==> src/rtl/plu_pkg.sv <==
// Shared types, codes and sizing constants for the LL(1) parser unit.
// Depends on nothing; every other RTL file refers to it by scoped names.
package plu_pkg;

   localparam int STACK_DEPTH_DEF      = 256;
   localparam int NUM_PRODUCTIONS_DEF  = 64;
   localparam int MAX_BODY_DEF         = 8;
   localparam int NUM_NONTERMINALS_DEF = 32;
   localparam int NUM_TERMINALS_DEF    = 32;
   localparam int STEP_LIMIT_DEF       = 63;

   // Fixed field widths of the request and response beats and internal registers.
   localparam int OP_W    = 3;
   localparam int IDX5_W  = 5;
   localparam int PROD_W  = 6;
   localparam int POS_W   = 3;
   localparam int SYM_W   = 6;
   localparam int BLEN_W  = 4;
   localparam int EV_W    = 3;
   localparam int ENTRY_W = PROD_W + 1;
   localparam int STEP_W  = 6;
   localparam int CSR_IDX_W = 2;

   typedef enum logic [OP_W-1:0] {
      OP_TABLE_WR = 3'd0,
      OP_SYMBOL_WR = 3'd1,
      OP_LENGTH_WR = 3'd2,
      OP_TOKEN = 3'd3,
      OP_START = 3'd4
   } op_type;

   typedef enum logic [EV_W-1:0] {
      EV_EXPAND = 3'd0,
      EV_MATCH = 3'd1,
      EV_ACCEPT = 3'd2,
      EV_SYNTAX = 3'd3,
      EV_OVERFLOW = 3'd4,
      EV_LIMIT = 3'd5,
      EV_IGNORED = 3'd6
   } event_type;

   localparam logic [CSR_IDX_W-1:0] CSR_START_NT = 2'd0;
   localparam logic [CSR_IDX_W-1:0] CSR_END_T    = 2'd1;

   typedef enum logic [3:0] {
      ST_CLEAR, ST_IDLE, ST_START, ST_TOKEN, ST_TOP,
      ST_TABLE, ST_LEN, ST_PUSH, ST_EXPAND
   } state_type;

   typedef struct packed {
      logic                valid;
      logic [EV_W-1:0]     ev;
      logic [PROD_W-1:0]   prod;
      logic [SYM_W-1:0]    sym;
      logic [IDX5_W-1:0]   token;
      logic                last;
   } emit_type;

   function automatic int clog2_min1(input int value);
      int r;
      r = $clog2(value);
      return (r < 1) ? 1 : r;
   endfunction

endpackage

==> src/rtl/plu_ram.sv <==
// Generic single-write, single-read RAM with a registered read port.
// Depends on plu_pkg for the address width helper.
module plu_ram #(
   parameter int WIDTH = 8,
   parameter int DEPTH = 16
) (
   input  logic                                   clock,
   input  logic                                   we,
   input  logic [plu_pkg::clog2_min1(DEPTH)-1:0]  waddr,
   input  logic [WIDTH-1:0]                       wdata,
   input  logic                                   re,
   input  logic [plu_pkg::clog2_min1(DEPTH)-1:0]  raddr,
   output logic [WIDTH-1:0]                       rdata
);
   logic [WIDTH-1:0] mem [DEPTH];
   logic [WIDTH-1:0] rdata_ff;

   always_ff @(posedge clock) begin
      if (we) begin
         mem[waddr] <= wdata;
      end
      if (re) begin
         rdata_ff <= mem[raddr];
      end
   end

   assign rdata = rdata_ff;
endmodule

==> config.mk <==
export PLATFORM = sky130hd
export DESIGN_NAME = plu_ram
export DESIGN_NICKNAME = d
export VERILOG_FILES = /design/src/rtl/plu_pkg.sv /design/src/rtl/plu_ram.sv
export SDC_FILE = /design/constraint.sdc
export NUM_CORES = 1
export LEC_CHECK = 0
export ABC_AREA = 1
export BUFFER_PORTS_ARGS = -buffer_cell sky130_fd_sc_hd__buf_2
export CAP_MARGIN = 20
export CORE_MARGIN = 3
export CORE_UTILIZATION = 67
export CTS_BUF_LIST = sky130_fd_sc_hd__clkbuf_2
export DETAILED_ROUTE_END_ITERATION = 7
export PLACE_DENSITY = 0.95
export SETUP_SLACK_MARGIN = 0.15
export SYNTH_ARGS = -nofsm -noshare
export SYNTH_HDL_FRONTEND = slang
export SYNTH_SLANG_ARGS = --single-unit
==> constraint.sdc <==
create_clock -name clock -period 3.4 [get_ports clock]
set_clock_uncertainty 0.1 [all_clocks]
set_input_delay 0.34 -clock clock [delete_from_list [all_inputs] [get_ports clock]]
set_output_delay 0.34 -clock clock [all_outputs]
set_load 0.05 [all_outputs]
# [After elaboration in Yosys (flattened, before gate mapping)]
# Memories as Yosys holds them, arrays and structs flattened. A register that Yosys moved wholly into a read port is not among the register bits.
# Cells that the tools add are included.
[word_totals] reg_bits=0 ram_bits=128 inputBits=19 output_inout_bits=8 elab_cells=3 mem_count=1
[memory_table] name="mem" words=16 word_bits=8 rd=1 rd_clocked_by_memory_dff=1 write_ports=1 line="plu_ram.sv:15" rtl="logic [WIDTH-1:0] mem [DEPTH];"
[classes] n_mux=2
[op_table] op="1-bit 2-to-1 mux" count=2

# [Depth between registers and ports, before layout]
# Gate-level depths: netlist (run 1).
[depth] word_depth=2 depth_mapped=8 mapped_depth_nobuf=7

# [Least setup slack after synthesis (run 1)]
# No wires, ideal clock.
[synth_path] path_type="input to register" from="input waddr[2] in the netlist's numbering" to="memory mem[10][0], enable pin" setup_ps=370 arrival_ps=921 required_time_ps=2930 slack_ps=2009 cell_stages=2 n_path_buf=0 cell_sequence="nand3b_1 > nor2_1"
[synth_lines] item="start, declared" line="plu_ram.sv:9" rtl="input logic [plu_pkg::clog2_min1(DEPTH)-1:0] waddr,"
[synth_lines] item="end, declared" line="plu_ram.sv:15"
# No word-level cell before the write port.

# [Worst setup path in the final report (run 1)]
[layout_path] from="register rdata_ff[3] (netlist: rdata[3]), read port of mem" to="output rdata[3]"
[layout_lines] item="start, declared" line="plu_ram.sv:16" rtl="logic [WIDTH-1:0] rdata_ff;"
[layout_lines] item="end, declared" line="plu_ram.sv:13" rtl="output logic [WIDTH-1:0] rdata"
# No word-level cell between the ends.

==> out/results.ini, run 1 <==
[yosys]
synthMostInstantiatedCell=nand2_1
synth_common_cells=173 x nand2_1, 136 x edfxtp_1, 100 x inv_1
seq_area_frac_synth_pct=69.8
yosys_warnings=0
yosysTopAreaCellShare_pct=69.8
syn_avg_cell_area_um2=10.6
synth-seq-cells=136
yosys.area.top_type=edfxtp_1
synth-edff-count=136
syn_nets=570
netlist_area_um2=5850
async_reset_ff_share_pct=0
synth-main-ff-cell=edfxtp_1
synthTopCellsByArea=edfxtp_1 70%, nand2_1 11%, nand3_1 8.3%, inv_1 6.4%, buf_6 1.2%
synth_cells=551
yosysUniqueCellTypes=11

[placement]
hpwl_um=7950
pre_cts_ws_ps=1200
io_buffers=26
finalWeightedCongestion=0.936

[run]
cap_violations=0

[worst_setup_path]
r2r-start=mem[13][6]
crit_path_start_kind=flip-flop
max_stage_delay_ps=460
rrSetupSlack_ps=2030
critPathArrivalTime_ps=1410
crit_path_max_fanout=2
cpMaxStageDelayCell=edfxtp_1
cp.required_ps=2960
critPathLaunch=rdata[3]
worstPathCellList=buf_2
critPathTopFamily=flip-flops
end_kind=output port
crit_type=reg -> out
worst-path-buf-inv=1

[route]
antenna_left=0
route.detailed.drc=0
num_vias=4079
firstDrtPassIters=6
via_per_inst=5.79
drtIter0Drc=553
wire_per_inst_um=18.6
wl_um=13100

[hold_path]
min_path_type=in -> reg
hp-start=raddr[2]

[global_routing]
grt_max_degree=65
grt_usage_pct=28.4
antenna_found_initial=0
grt_pass1_wl_um=20700
grt_overflow=0
grt_pass1_vias=4031

[timing]
relSlewSlack_pct=37.2
fmax_mhz=541
slew_violations=0
finalWorstSetupSlack_ps=1550
fin_hold_ws_ps=177
rsz0062_at_grt=no
period_share_pct=54.4
hold_viol=0
tightest_slew_ps=938
setup_tns_ps=0
final.min_clock_period_ps=1850
setup_violations=0

[floorplan]
initial_utilization_pct=70.1
die_y_um=99.4
coreArea_um2=8340
die_w_um=99.4
dieArea_um2=9880
ios=27
rows=33

[power_and_ir_drop]
p_leak_nw=2.73
peakVddDrop_mv=0.296
power.total_w=0.00314
power_density_nw_per_um2=496

[layout]
seq_area_um2=4080
drive_gt1_share_pct=10.4
syn2layout_area_growth_pct=8.26
multiInputGateArea_um2=1210
final_nets=604
nFillCells=528
post-route-util_pct=75.9

[clocking]
htreeDepth=4
cts.sinks=136
ctsResizeCount=0
tritoncts=yes
path_clk_slew_ps=200
root_buffer=clkbuf_2
clock_path_buffers=2
clk-insertion-delay-late_ps=670
numCtsBuffers=17

[run_status]
outcome=complete, no violations

-- what timing repair did --
item                      in CTS  in global routing
hold buffers                  10                  0
hold endpoints to repair     139                  0
setup buffers                  0                  0
-- final cells by class --
cell class | count | area share [%]
antenna | 1 | 0.0395
clock buffer | 19 | 1.50
clock inverter | 13 | 2.45
inverter | 102 | 6.05
multi-input combinational | 289 | 19.2
sequential | 136 | 64.5
tap | 105 | 2.08
timing repair buffer | 39 | 4.19
-- metal layers --
| layer | up-vias | part of all wire [%] | global-route usage, % |
|---|---|---|---|
| met1 | 1866 | 35 | 36.6 |
| met5 | - | 0 | 0 |
| met2 | 325 | 51 | 48.1 |
| met4 | 0 | 3.0 | 9.77 |
| li1 | 1848 | - | - |
| met3 | 40 | 12 | 6.52 |
-- layout by cell type, fill, tap and decap left out, types with 5 or more instances in the layout --
cell           instances
clkinvlp_4             5
nor2_1                17
edfxtp_1             136
nand3_1               97
clkbuf_2              19
buf_2                 26
dlygate4sd3_1         10
inv_1                100
nand2_1              173
-- sequential cells by signal (all words and copies together), names as in the netlist --
name,flops
mem,128
rdata,8
-- where the power goes --
part	total [W]	switching [W]	internal, W
combinational	0.000260	0.000192	0.0000673
clock	0.000981	0.000572	0.000408
sequential	0.00190	0.0000124	0.00189
-- through the flow --
| step | instance area [um^2] | std cells |
|---|---|---|
| 2_1_floorplan | 5850 | 551 |
| 3_5_place_dp | 5960 | 660 |
| 3_3_place_gp | 5960 | 660 |
| 6_report | 6330 | 704 |
| 4_1_cts | 6310 | 702 |
| 5_1_grt | 6330 | 703 |
-- worst paths after layout --
check	endpoint	depth (start not counted)
min	rdata[2]	4
min reg2reg	rdata[2]	6
max	rdata[3]	1
max reg2reg	rdata[6]	6
-- logic make-up (layout without fill, tap and decap cells) --
group,Yosys count,count (layout),share of synthesized area [%]
buf+inv,126,173,9.39
flops,136,136,69.8
other cells,0,1,0
simple gates,289,289,20.8
Note: power is estimated with default switching activity, not from simulation.
==> inputs of run 2 (changes only) <==
ABC_AREA = 0   (was 1)
CORE_UTILIZATION = 57   (was 67)
PLACE_DENSITY = 0.88   (was 0.95)
clock period = 1.7 ns   (was 3.4 ns; I/O delays follow)
==> run 2 against run 1 <==
Effect of this change: combinational power is 80% higher; sequential share of layout area is 3.0 points higher; clock power is 98% higher; global-route usage is 6.8 points lower; design area is 4.4% lower; core utilization is 7.2 points lower; highest routed layer unchanged; power is 98% higher; largest power group unchanged; first-iteration DRC count is 49% lower; count of clock-buffer cells in the layout is 2 lower; largest cell class unchanged; via count is 36% lower.
==> out/results.ini, run 2 <==
[global_routing]
grt_max_degree=33  ; was 65
grt_overflow=0  ; unchanged
antenna_found_initial=0  ; unchanged
grtUsageMet3_pct=5.79  ; was 6.52%
grt_pass1_vias=2730  ; was 4031
grt_util_met1_pct=29.3  ; was 36.6%
grt_usage_pct=21.6  ; was 28.4%
grt_pass1_wl_um=15500  ; was 20700 um
grt_use_met2_pct=33.5  ; was 48.1%
busiest_layer=met2  ; unchanged

[yosys]
syn_avg_cell_area_um2=22.8  ; was 10.6 um^2
seq_area_frac_synth_pct=78.1  ; was 69.8%
synthTopCellsByArea=edfxtp_1 78%, mux4_2 7.8%, mux4_1 7.0%, a22oi_1 2.3%, nor2_1 0.93%  ; was edfxtp_1 70%, nand2_1 11%, nand3_1 8.3%, inv_1 6.4%, buf_6 1.2%
synth-seq-cells=136  ; unchanged
synthMostInstantiatedCell=edfxtp_1  ; was nand2_1
async_reset_ff_share_pct=0  ; unchanged
synth-edff-count=136  ; unchanged
synth-main-ff-cell=edfxtp_1  ; unchanged
synth_common_cells=136 x edfxtp_1, 18 x mux4_2, 16 x a22oi_1  ; was 173 x nand2_1, 136 x edfxtp_1, 100 x inv_1
yosysUniqueCellTypes=18  ; was 11
synth_cells=229  ; was 551
yosys_warnings=0  ; unchanged
yosys.area.top_type=edfxtp_1  ; unchanged
netlist_area_um2=5230  ; was 5850 um^2
syn_nets=248  ; was 570
yosysTopAreaCellShare_pct=78.1  ; was 69.8%

[placement]
finalWeightedCongestion=0.775  ; was 0.936
dpl.cell_count=375  ; was 660
io_buffers=26  ; unchanged
pre_cts_ws_ps=-123  ; was 1200 ps
hpwl_um=6200  ; was 7950 um
place_area_um2=5610  ; was 5960 um^2

[timing]
fmax_mhz=631
final.min_clock_period_ps=1580
setup_violations=0  ; unchanged
finalWorstSetupSlack_ps=116  ; was 1550 ps
rsz0062_at_grt=yes  ; was no
slew_violations=0  ; unchanged
period_share_pct=93.2
relSlewSlack_pct=66.1  ; was 37.2%
setup_tns_ps=0  ; unchanged
tightest_slew_ps=509  ; was 938 ps
fin_hold_ws_ps=47.0  ; was 177 ps
hold_viol=0  ; unchanged

[layout]
top_register=mem  ; unchanged
final_common_cell=edfxtp_1  ; was nand2_1
syn2layout_area_growth_pct=15.7  ; was 8.26%
antenna_cells=0  ; was 1
largest_reg_flops=128  ; unchanged
final_cell_area_um2=6050  ; was 6330 um^2
drive_gt1_share_pct=39.2  ; was 10.4%
final_nets=317  ; was 604
mostFrequentLayoutCells=136 x edfxtp_1, 29 x mux4_2, 19 x buf_4  ; was 173 x nand2_1, 136 x edfxtp_1, 100 x inv_1
fin_cells=419  ; was 704

[run]
cap_violations=0  ; unchanged

[worst_setup_path]
r2r-start=mem[1][1]  ; was mem[13][6]
cp.required_ps=1430  ; was 2960 ps
crit_type=reg -> out  ; unchanged
crit_path_max_fanout=1  ; was 2
critPathTopFamily=flip-flops  ; unchanged
cpMaxStageDelayCell=edfxtp_1  ; unchanged
critPathArrivalTime_ps=1310  ; was 1410 ps
max_stage_delay_ps=470  ; was 460 ps
worst-path-buf-inv=1  ; unchanged
r2r_end=rdata[1]  ; was rdata[6]
rrSetupSlack_ps=150  ; was 2030 ps
crit_path_start_kind=flip-flop  ; unchanged
end_kind=output port  ; unchanged
critPathLaunch=rdata[7]  ; was rdata[3]
rr_worst_depth=3  ; was 6
worstPathCellList=buf_6  ; was buf_2

[power_and_ir_drop]
p_seq_share_pct=61.2  ; was 60.5%
p_sw_w=0.00143  ; was 0.000777 W
power_frac_comb_pct=7.6  ; was 8.3%
p_int_w=0.00477  ; was 0.00236 W
netSwitchingFraction_pct=23.1  ; was 24.8%
peakVddDrop_mv=0.627  ; was 0.296 mV
p_clk_share_pct=31.2  ; about the same
power_density_nw_per_um2=1030  ; was 496 nW/um^2
p_leak_nw=2.01  ; was 2.73 nW

[floorplan]
dieArea_um2=10400  ; was 9880 um^2
die_y_um=102  ; was 99.4 um
rows=34  ; was 33
initial_utilization_pct=59.4  ; was 70.1%
ios=27  ; unchanged
die_w_um=102  ; was 99.4 um
coreArea_um2=8810  ; was 8340 um^2

[clocking]
clock_path_buffers=2  ; unchanged
post-cts-setup-buffer-count=0  ; unchanged
cts.sinks=136  ; unchanged
numCtsBuffers=17  ; unchanged
htreeDepth=4  ; unchanged
root_buffer=clkbuf_2  ; unchanged
tritoncts=yes  ; unchanged
clk-insertion-delay-late_ps=680  ; was 670 ps
path_clk_slew_ps=180  ; was 200 ps

[run_status]
outcome=complete, no violations  ; unchanged

[route]
route.detailed.drc=0  ; unchanged
firstDrtPassIters=5  ; was 6
wire_per_inst_um=24.1  ; was 18.6 um
antenna_left=0  ; unchanged
num_vias=2613  ; was 4079
via_per_inst=6.24  ; was 5.79
drtIter0Drc=282  ; was 553
wl_um=10100  ; was 13100 um

[hold_path]
min_to=rdata[3]  ; was rdata[2]
min_path_type=in -> reg  ; unchanged
holdPathStages=4  ; unchanged
hp-start=raddr[0]  ; was raddr[2]

run 2: cell types whose count changed after synthesis, sizes merged, moves of 2 or more:
cell / previous run / this run
a22oi: 0 / 16
buf: 24 / 7
clkdlybuf4s25: 0 / 3
inv: 102 / 0
mux4: 0 / 32
nand2: 173 / 9
nand2b: 0 / 2
nand3: 97 / 1
nor2: 17 / 13
nor3: 0 / 4
run 2: cells by family (layout without fill, tap and decap cells):
kind of cell / after synthesis / count (layout) / synth area share [%]
simple gates: 35 / 35 / 3.14
buf+inv: 10 / 92 / 1.65
flops: 136 / 136 / 78.1
mux: 32 / 32 / 14.8
compound gates: 16 / 16 / 2.30
run 2: power groups by stage:
stage	Combinational [W]	Clock, W	Sequential [W]
floorplan	0.000193	0	0.00392
global placement	0.000388	0	0.00386
detailed placement	0.000405	0	0.00387
CTS	0.000451	0.00195	0.00380
global route	0.000503	0.00210	0.00381
finish	0.000469	0.00194	0.00380
run 2: cell type report:
class	count	area, um^2
clock inverter	15	160
clock buffer	17	85.1
multi-input combinational	83	1080
sequential	136	4080
tap	108	135
fill	554	2760
timing repair buffer	60	503
run 2: worst max path at each step:
stage | to | slack (ps) | cells past startpoint
3_5_place_dp | rdata[0] | -120 | 5
4_1_cts | rdata[7] | 70 | 1
6_report | rdata[7] | 120 | 1
5_1_grt | rdata[7] | 30 | 1
3_3_place_gp | rdata[0] | -100 | 5
2_1_floorplan | rdata[1] | 150 | 5
run 2: stage by stage:
step | power [W] | util (%)
after floorplan | 0.00411 | -
after global placement | 0.00425 | 63.8
after detailed placement | 0.00427 | 63.8
after CTS | 0.00620 | 68.6
after global routing | 0.00641 | 68.7
final | 0.00620 | 68.7
run 2: per-layer routing:
layer  vias to the layer above  wire, um
li1                       1110         -
met1                      1333      4030
met2                       145      5040
met3                        25       775
met4                         0       257
met5                         -         0
run 2: repair_timing:
action                     in CTS  in global routing
pin swaps                       1                  9
setup endpoints to repair      11                 16
gates resized for setup        20                 19
hold buffers                   12                  0
hold endpoints to repair      168                  0
cloned                          0                  0
