`config.mk`:
```
export PLATFORM = sky130hd
export DESIGN_NAME = plu_rsp_reg
export DESIGN_NICKNAME = d
export VERILOG_FILES = /design/src/rtl/plu_pkg.sv /design/src/rtl/plu_rsp_reg.sv
export SDC_FILE = /design/constraint.sdc
export NUM_CORES = 1
export LEC_CHECK = 0
export BUFFER_PORTS_ARGS = -buffer_cell sky130_fd_sc_hd__buf_2
export CAP_MARGIN = 20
export CORE_MARGIN = 10
export CORE_UTILIZATION = 38
export CTS_CLUSTER_SIZE = 16
export DETAILED_ROUTE_END_ITERATION = 10
export PLACE_DENSITY = 0.71
export SLEW_MARGIN = 25
export SYNTH_ARGS = -nofsm -noshare
export SYNTH_HDL_FRONTEND = slang
export SYNTH_SLANG_ARGS = --single-unit
```
`constraint.sdc`:
```
create_clock -name clock -period 1.6 [get_ports clock]
set_input_delay 0.32 -clock clock [delete_from_list [all_inputs] [get_ports clock]]
set_output_delay 0.32 -clock clock [all_outputs]
set_load 0.01 [all_outputs]
```
`src/rtl/plu_pkg.sv`:
```
// Shared types, codes and sizing constants for the LL(1) parser unit.
// Depends on nothing; every other RTL file refers to it by scoped names.
package plu_pkg;

   localparam int STACK_DEPTH_DEF      = 256;
   localparam int NUM_PRODUCTIONS_DEF  = 64;
   localparam int MAX_BODY_DEF         = 8;
   localparam int NUM_NONTERMINALS_DEF = 32;
   localparam int NUM_TERMINALS_DEF    = 32;
   localparam int STEP_LIMIT_DEF       = 63;

   // Fixed field widths of the request and response beats and internal registers.
   localparam int OP_W    = 3;
   localparam int IDX5_W  = 5;
   localparam int PROD_W  = 6;
   localparam int POS_W   = 3;
   localparam int SYM_W   = 6;
   localparam int BLEN_W  = 4;
   localparam int EV_W    = 3;
   localparam int ENTRY_W = PROD_W + 1;
   localparam int STEP_W  = 6;
   localparam int CSR_IDX_W = 2;

   typedef enum logic [OP_W-1:0] {
      OP_TABLE_WR = 3'd0,
      OP_SYMBOL_WR = 3'd1,
      OP_LENGTH_WR = 3'd2,
      OP_TOKEN = 3'd3,
      OP_START = 3'd4
   } op_type;

   typedef enum logic [EV_W-1:0] {
      EV_EXPAND = 3'd0,
      EV_MATCH = 3'd1,
      EV_ACCEPT = 3'd2,
      EV_SYNTAX = 3'd3,
      EV_OVERFLOW = 3'd4,
      EV_LIMIT = 3'd5,
      EV_IGNORED = 3'd6
   } event_type;

   localparam logic [CSR_IDX_W-1:0] CSR_START_NT = 2'd0;
   localparam logic [CSR_IDX_W-1:0] CSR_END_T    = 2'd1;

   typedef enum logic [3:0] {
      ST_CLEAR, ST_IDLE, ST_START, ST_TOKEN, ST_TOP,
      ST_TABLE, ST_LEN, ST_PUSH, ST_EXPAND
   } state_type;

   typedef struct packed {
      logic                valid;
      logic [EV_W-1:0]     ev;
      logic [PROD_W-1:0]   prod;
      logic [SYM_W-1:0]    sym;
      logic [IDX5_W-1:0]   token;
      logic                last;
   } emit_type;

   function automatic int clog2_min1(input int value);
      int r;
      r = $clog2(value);
      return (r < 1) ? 1 : r;
   endfunction

endpackage

```
`src/rtl/plu_rsp_reg.sv`:
```
// Response output register: holds one result beat until the consumer takes it.
// Depends on plu_pkg for the emit struct.
module plu_rsp_reg (
   input  logic                          clock,
   input  logic                          reset,
   input  plu_pkg::emit_type             emit,
   output logic                          free,
   output logic                          rsp_valid,
   input  logic                          rsp_stall,
   output logic [plu_pkg::EV_W-1:0]      rsp_event_res,
   output logic [plu_pkg::PROD_W-1:0]    rsp_production_used,
   output logic [plu_pkg::SYM_W-1:0]     rsp_stack_symbol,
   output logic [plu_pkg::IDX5_W-1:0]    rsp_token_seen,
   output logic                          rsp_last
);
   logic              valid_ff, valid_in;
   plu_pkg::emit_type data_ff;

   assign free = !valid_ff || !rsp_stall;

   always_comb begin
      valid_in = valid_ff && rsp_stall;
      if (emit.valid && free) begin
         valid_in = 1'b1;
      end
   end

   always_ff @(posedge clock) begin
      if (reset) begin
         valid_ff <= 1'b0;
      end else begin
         valid_ff <= valid_in;
      end
      if (emit.valid && free) begin
         data_ff <= emit;
      end
   end

   assign rsp_valid           = valid_ff;
   assign rsp_event_res       = data_ff.ev;
   assign rsp_production_used = data_ff.prod;
   assign rsp_stack_symbol    = data_ff.sym;
   assign rsp_token_seen      = data_ff.token;
   assign rsp_last            = data_ff.last;
endmodule

```
Word level (Yosys, flattened, before mapping):

Cells that the tools add are included.

* mux-type cells: 1
* reduce and logical (&&, ||, !) cells: 5

Operator list (number)
* $logic_and A1 B1 Y1: 2
* $logic_not A1 Y1: 2
* $logic_or A1 B1 Y1: 1
* $mux W1: 1

* flip-flop bits (word level): 22
* input port bits: 25
* output and inout port bits: 23
* word-level logic and storage cells: 12

Longest topological paths before layout:

Gate-level depths: netlist of run 1.

* depth after elaboration: 4
* depth in mapped cells: 2
* mapped depth without buffers: 2

Worst setup path after synthesis of run 1:

Ideal clock, no wire load.

* path type: register -> register
* from: register valid_ff (netlist: rsp_valid)
* to: register data_ff, in the netlist rsp_event_res[0], enable pin
* library setup time: 0.379 ns
* arrival time: 1.039 ns
* data required time: 1.221 ns
* setup slack: 0.181 ns
* cell stages (with the launch flop): 3
* path buffers: 0
* clock period less this slack: 1.419 ns
* cells stage by stage: dfxtp_1 nand2_1 and2_1

* longest elaborated chain between the ends: 3

RTL lines
* start: declaration: RTL line plu_rsp_reg.sv:16 `logic valid_ff, valid_in;`
* start signal: assignment: RTL line plu_rsp_reg.sv:32 `valid_ff <= valid_in;`
* $logic_not A1 Y1: RTL line plu_rsp_reg.sv:19 `assign free = !valid_ff || !rsp_stall;`
* $logic_or A1 B1 Y1: RTL line plu_rsp_reg.sv:19
* net free: RTL line plu_rsp_reg.sv:7 `output logic free,`
* $logic_and A1 B1 Y1: RTL line plu_rsp_reg.sv:34 `if (emit.valid && free) begin`
* end signal: assignment: RTL line plu_rsp_reg.sv:35 `data_ff <= emit;`
* end: declaration: RTL line plu_rsp_reg.sv:17 `plu_pkg::emit_type data_ff;`

The timed path passes the listed nets, and every way through them passes these cells.
A chain may end at the register's enable or synchronous reset.

Worst setup path in the final report of run 1:

* from: register valid_ff (netlist: rsp_valid)
* to: output free

* longest elaborated chain between the ends: 2

RTL lines (RTL line)
* $logic_not A1 Y1: plu_rsp_reg.sv:19
* $logic_or A1 B1 Y1: plu_rsp_reg.sv:19
* end: declaration: plu_rsp_reg.sv:7

Every way passes these cells.

==> results of run 1 <==
-- state kept, by name (all words and copies together), names as in the netlist --
register / count
rsp_production_used: 6
rsp_stack_symbol: 6
rsp_token_seen: 5
rsp_event_res: 3
rsp_last: 1
rsp_valid: 1
-- worst paths after layout --
kind / start / end / slack [ns] / cells past startpoint
setup reg to reg: rsp_valid / rsp_event_res[2] / 0.50 / 3
setup / recovery: rsp_valid / free / 0.43 / 2
hold / removal: reset / rsp_valid / 0.17 / 2
hold reg to reg: rsp_valid / rsp_valid / 0.52 / 2
-- logic make-up after synthesis --
| group | after synthesis | synth area share [%] |
|---|---|---|
| compound gates | 1 | 0.747 |
| simple gates | 3 | 2.06 |
| flops | 22 | 97.2 |
-- stage by stage --
stage | hold WS, ns | power, uW | instances
6_report | 0.173 | 1060 | 95
2_1_floorplan | 0.392 | 724 | 26
5_1_grt | 0.140 | 1120 | 95
3_3_place_gp | 0.477 | 787 | 91
4_1_cts | 0.158 | 1070 | 95
3_5_place_dp | 0.482 | 789 | 91
-- synthesized netlist by cell type --
| cell | number |
|---|---|
| sky130_fd_sc_hd__a21oi_1 | 1 |
| sky130_fd_sc_hd__and2_1 | 1 |
| sky130_fd_sc_hd__dfxtp_1 | 1 |
| sky130_fd_sc_hd__edfxtp_1 | 21 |
| sky130_fd_sc_hd__nand2_1 | 1 |
| sky130_fd_sc_hd__nor2_1 | 1 |
-- layer usage --
metal	wire [um]	up-vias	GRT usage (%)
li1	-	205	-
met1	520	186	7.24
met2	680	25	11.3
met3	246	2	5.89
met4	12	0	3.82
met5	0	-	0
-- power breakdown --
part	switching, uW	internal [uW]
Combinational	51.2	45.4
Sequential	6.84	669
Clock	145	138
Total	203	853
-- worst max-delay path, cell delays in order, from the launching register on --
cell                      delay (ns)
sky130_fd_sc_hd__dfxtp_1        0.36
sky130_fd_sc_hd__nand2_1        0.07
sky130_fd_sc_hd__buf_2          0.14
-- final cells by class --
type                       instances  area, sq um
fill                             138          719
sequential                        22          651
timing repair buffer              48          243
clock buffer                       4         36.3
tap                               17         21.3
multi-input combinational          4         18.8
==> flow_summary.rst, run 1 <==
.. list-table::
   :header-rows: 1

   * - Metric
     - Value
   * - Result of the run
     - complete, no violations
   * - Crit path setup slack, layout
     - about 0.43 ns
   * - Root buffer cell
     - sky130_fd_sc_hd__clkbuf_4
   * - CP max FO
     - 3
   * - Number of buffers created by CTS
     - 3
   * - Final core utilization
     - 57.4%
   * - Number of maximum-capacitance constraint violations
     - 0
   * - Register bit total from synthesis
     - 22
   * - Count of nets after finishing
     - 104
   * - Number of placement rows
     - 15
   * - Number of gates given a new drive strength after cts
     - 0
   * - TritonCTS clock tree
     - built
   * - Count of final hold-check violations
     - 0
   * - Path class of the lowest-slack min-delay path
     - in -> reg
   * - Vias after detailed routing
     - about 420
   * - Remaining number of nets flagged by the antenna check after routing
     - 0
   * - Full die area
     - ~0.0038 sq mm
   * - Endpoint arrival time on the critical path
     - ~0.85 ns
   * - Largest net degree at the start of global routing
     - 22
   * - Final Max Slew Viols
     - 0
   * - Number of distinct standard cells referenced by the synthesized netlist
     - 6
   * - Post-route clock period utilization
     - roughly three quarters
   * - Minimum period implied by the final worst setup slack
     - roughly 1.2 ns
   * - Number of nets produced by synthesis
     - 51
   * - Clock buffer depth
     - 2
   * - Wire length of the first global-routing pass
     - about 2.0 mm
   * - Boundary Pins
     - 48
   * - Accumulated negative setup slack
     - 0 ns
   * - Unrepaired setup endpoints after global routing
     - false
   * - Via/cell ratio
     - 4.40
   * - Worst vdd rail ir drop
     - 0.000478 V
   * - Number of sinks handled by clock tree synthesis
     - 22
   * - DRC errors left
     - 0
   * - Weighted congestion at the end of routability-driven global placement
     - 0.597
   * - Max-slew headroom
     - between 80% and 90%
   * - Count of antenna diodes in the layout
     - 0
   * - Vias in the first global route
     - around 430
   * - Leading area contributor after synthesis
     - sky130_fd_sc_hd__edfxtp_1
   * - Fmax
     - about 850 MHz
   * - Fraction of layout cells with a size suffix above 1
     - between 60% and 70%
   * - Hold-fix buffers at CTS
     - 0
   * - Number of DRC markers after the initial detailed-route iteration
     - 2
   * - Synth Warn #
     - 0
   * - Summed area of non-filler cells in the final layout
     - just under 0.001 sq mm
   * - Top cells by area in the synthesized netlist
     - sky130_fd_sc_hd__edfxtp_1, sky130_fd_sc_hd__dfxtp_1, sky130_fd_sc_hd__and2_1
   * - Synth Cell Area
     - ~670 sq um
   * - Portion of the post-synthesis area used by sequential elements
     - between 90% and 100%
   * - Placement-stage cell area
     - slightly above 900 sq um
   * - Synth Instances
     - 26
   * - Clock-pin slew on the worst setup and hold paths
     - approximately 0.1 ns
   * - Clock skew after layout
     - roughly 0.0047 ns
   * - Die W
     - between 60 and 70 um
   * - Top-area cell type share of the netlist area
     - approximately 94%
   * - Die Height
     - between 60 and 70 um
   * - Area of the placeable core
     - 0.00169 sq mm
   * - Initial DRT Pass Iterations
     - 2
   * - Number of buffers inserted to repair setup after CTS
     - 0
   * - Total overflow reported by the global router
     - 0
   * - Element type at the critical path start
     - flop
   * - Clock network latency to the later pin of the worst-skew pair
     - slightly below 0.3 ns
   * - Worst setup path category
     - reg -> out
   * - Worst EP required
     - between 1 and 1.5 ns
   * - Port Buffer Count
     - 47
   * - Static power due to leakage
     - 0.000429 uW
   * - Number of H-tree levels
     - 1
   * - Average instance area after synthesis
     - ~26 sq um
   * - CP endpoint kind
     - output pin
   * - Number of antenna violations at the first check in global routing
     - 0
   * - Worst setup slack before clock tree synthesis
     - between 0.3 and 0.4 ns
   * - Most frequent cells in the layout
     - sky130_fd_sc_hd__buf_2, sky130_fd_sc_hd__edfxtp_1, sky130_fd_sc_hd__clkbuf_4
   * - Power per standard cell area
     - between 1000 and 1500 mW/mm^2
   * - Routed wire length per instance
     - roughly 15 um
   * - Area delta synth->final
     - 44.9%
   * - Most common cell after layout, fill and taps aside
     - sky130_fd_sc_hd__buf_2
   * - Worst-margin pin slew
     - between 0.2 and 0.3 ns
   * - Final-report setup violation count
     - 0
   * - Global-route usage over all layers
     - 7.47%
   * - Effective utilization at floorplan
     - roughly two fifths
   * - Wire length reported by the detailed router
     - 1.46 mm
No activity file was read; power rests on OpenSTA's default activity.
==> run 2: changes to the inputs <==
==> constraint.sdc (replaced) <==
create_clock -name clock -period 1.1 [get_ports clock]
set_input_delay 0.22 -clock clock [delete_from_list [all_inputs] [get_ports clock]]
set_output_delay 0.22 -clock clock [all_outputs]
set_load 0.01 [all_outputs]
==> run 2 against run 1 <==
  * Total power grew 63%
  * Core utilization grew 1.3 points
  * Cell count shrank 1.1%
  * Clock-buffer cell count shrank 1
  * Clock skew grew 0.010 ns
  * Global-route usage grew 0.29 points
  * Critical endpoint unchanged
  * Register-to-register slack lost 0.46 ns
  * Worst setup slack lost 0.40 ns
  * Clock power grew 110%
  * Critical path type unchanged
  * Via count shrank 0.48%
  * Worst hold slack lost 0.13 ns
==> flow_summary.rst, run 2 (synthesis results as in run 1) <==
.. list-table::
   :header-rows: 1

   * - Metric
     - Value
   * - Result of the run
     - complete, no violations
   * - Clock buffer depth
     - 2
   * - Worst EP required
     - 0.88 ns
   * - CP endpoint kind
     - output pin
   * - Placement-stage cell area
     - about 930 sq um
   * - Endpoint arrival time on the critical path
     - between 0.8 and 0.9 ns
   * - Ordered cell list for the critical path
     - nand2_2 > buf_6
   * - Clock-pin slew on the worst setup and hold paths
     - approximately 0.12 ns
   * - Remaining number of nets flagged by the antenna check after routing
     - 0
   * - Final Max Slew Viols
     - 0
   * - End of the critical path
     - free
   * - Category of cells accounting for the largest share of critical-path delay
     - flip-flops
   * - Element type at the critical path start
     - flop
   * - Wire length reported by the detailed router
     - around 1.5 mm
   * - Summed area of non-filler cells in the final layout
     - about 1000 sq um
   * - Number of sinks handled by clock tree synthesis
     - 22
   * - Number of buffers inserted to repair setup after CTS
     - 0
   * - Clock network latency to the later pin of the worst-skew pair
     - ~0.3 ns
   * - Static power due to leakage
     - 0.000437 uW
   * - Count of final hold-check violations
     - 0
   * - Weighted congestion at the end of routability-driven global placement
     - slightly below 0.7
   * - Number of H-tree levels
     - 1
   * - Vias in the first global route
     - between 400 and 500
   * - Number of antenna violations at the first check in global routing
     - 0
   * - Worst vdd rail ir drop
     - about 0.0009 V
   * - Accumulated negative setup slack
     - 0 ns
   * - Total overflow reported by the global router
     - 0
   * - Global-route usage over all layers
     - slightly below 8%
   * - Stage delay of the slowest cell on the critical path
     - 0.37 ns
   * - CP max FO
     - 3
   * - Vias after detailed routing
     - roughly 420
   * - Die Height
     - just over 60 um
   * - DRC errors left
     - 0
   * - Area delta synth->final
     - 48.0%
   * - Routed wire length per instance
     - around 16 um
   * - Number of DRC markers after the initial detailed-route iteration
     - 13
   * - Power per standard cell area
     - 1740 mW/mm^2
   * - Full die area
     - roughly 0.0038 sq mm
   * - Count of nets after finishing
     - roughly 100
   * - Fmax
     - between 900 and 1000 MHz
   * - Number of maximum-capacitance constraint violations
     - 0
   * - Max-slew headroom
     - around 80%
   * - Hold-fix buffers at CTS
     - 0
   * - End of the worst register-to-register path
     - rsp_stack_symbol[2]
   * - Count of antenna diodes in the layout
     - 0
   * - Die W
     - 62.0 um
   * - Crit path max-delay cell type
     - sky130_fd_sc_hd__dfxtp_2
   * - Flop2flop setup slack
     - about 0.04 ns
   * - Buffers and inverters on the worst path
     - 1
   * - Initial DRT Pass Iterations
     - 2
   * - Post-route clock period utilization
     - 97.7%
   * - Worst-margin pin slew
     - roughly 0.27 ns
   * - Path class of the lowest-slack min-delay path
     - in -> reg
   * - Unrepaired setup endpoints after global routing
     - true
   * - Worst setup slack before clock tree synthesis
     - between 0.04 and 0.05 ns
   * - Worst setup path category
     - reg -> out
   * - Via/cell ratio
     - between 4 and 5
   * - Boundary Pins
     - 48
   * - Number of placement rows
     - 15
   * - TritonCTS clock tree
     - built
   * - Length in cells of the worst reg-to-reg path
     - 2
   * - Number of cells on the critical path
     - 2
   * - Most common cell after layout, fill and taps aside
     - sky130_fd_sc_hd__buf_2
   * - Clock skew after layout
     - roughly 0.015 ns
   * - Wire length of the first global-routing pass
     - between 2 and 2.5 mm
   * - Area of the placeable core
     - 0.00169 sq mm
   * - Crit path setup slack, layout
     - about 0.025 ns
   * - Launching instance or port of the critical path
     - rsp_valid
   * - Fraction of layout cells with a size suffix above 1
     - between 70% and 80%
   * - Minimum period implied by the final worst setup slack
     - 1.08 ns
   * - Largest net degree at the start of global routing
     - 22
   * - Port Buffer Count
     - 47
   * - Effective utilization at floorplan
     - 39.6%
   * - Most frequent cells in the layout
     - sky130_fd_sc_hd__buf_2, sky130_fd_sc_hd__edfxtp_1, sky130_fd_sc_hd__clkbuf_4
   * - Startpoint of the worst-slack reg-to-reg timing path
     - rsp_valid
   * - Number of buffers created by CTS
     - 3
   * - Root buffer cell
     - sky130_fd_sc_hd__clkbuf_4
   * - Final-report setup violation count
     - 0
run 2: how the worst min path moves through the flow:
stage,from,to,cells past startpoint
floorplan,reset,rsp_valid,1
global placement,reset,rsp_valid,2
detailed placement,reset,rsp_valid,2
CTS,reset,rsp_valid,2
global route,reset,rsp_valid,2
finish,reset,rsp_valid,2
run 2: final cells by class:
type                       instances  area, sq um
clock buffer                       3         22.5
clock inverter                     1         30.0
fill                             136          698
multi-input combinational          4         23.8
sequential                        22          652
tap                               17         21.3
timing repair buffer              47          241
run 2: power breakdown:
part | switching, uW | internal [uW] | leakage [uW]
combinational | 76.5 | 67.4 | 0.000198
sequential | 11.4 | 974 | 0.000212
clock | 228 | 368 | 0.0000279
run 2: layer usage:
metal	global-route usage, %	vias to the layer above	routed length [um]
met4	3.82	0	0
li1	-	203	-
met3	4.88	0	227
met5	0	-	0
met1	7.10	187	494
met2	13.2	26	780
run 2: timing repair:
item                                    in CTS  in global routing
pin swaps                                    0                  1
resized for setup                            2                  1
endpoints found under the setup margin       1                 11
run 2: per-stage QoR:
stage,hold WS [ns],instances,power [uW],util (%)
2_1_floorplan,0.292,26,1050,-
3_3_place_gp,0.376,90,1140,55.0
3_5_place_dp,0.381,90,1150,55.0
4_1_cts,0.0308,94,1750,58.3
5_1_grt,0.0135,94,1810,58.7
6_report,0.0409,94,1730,58.7
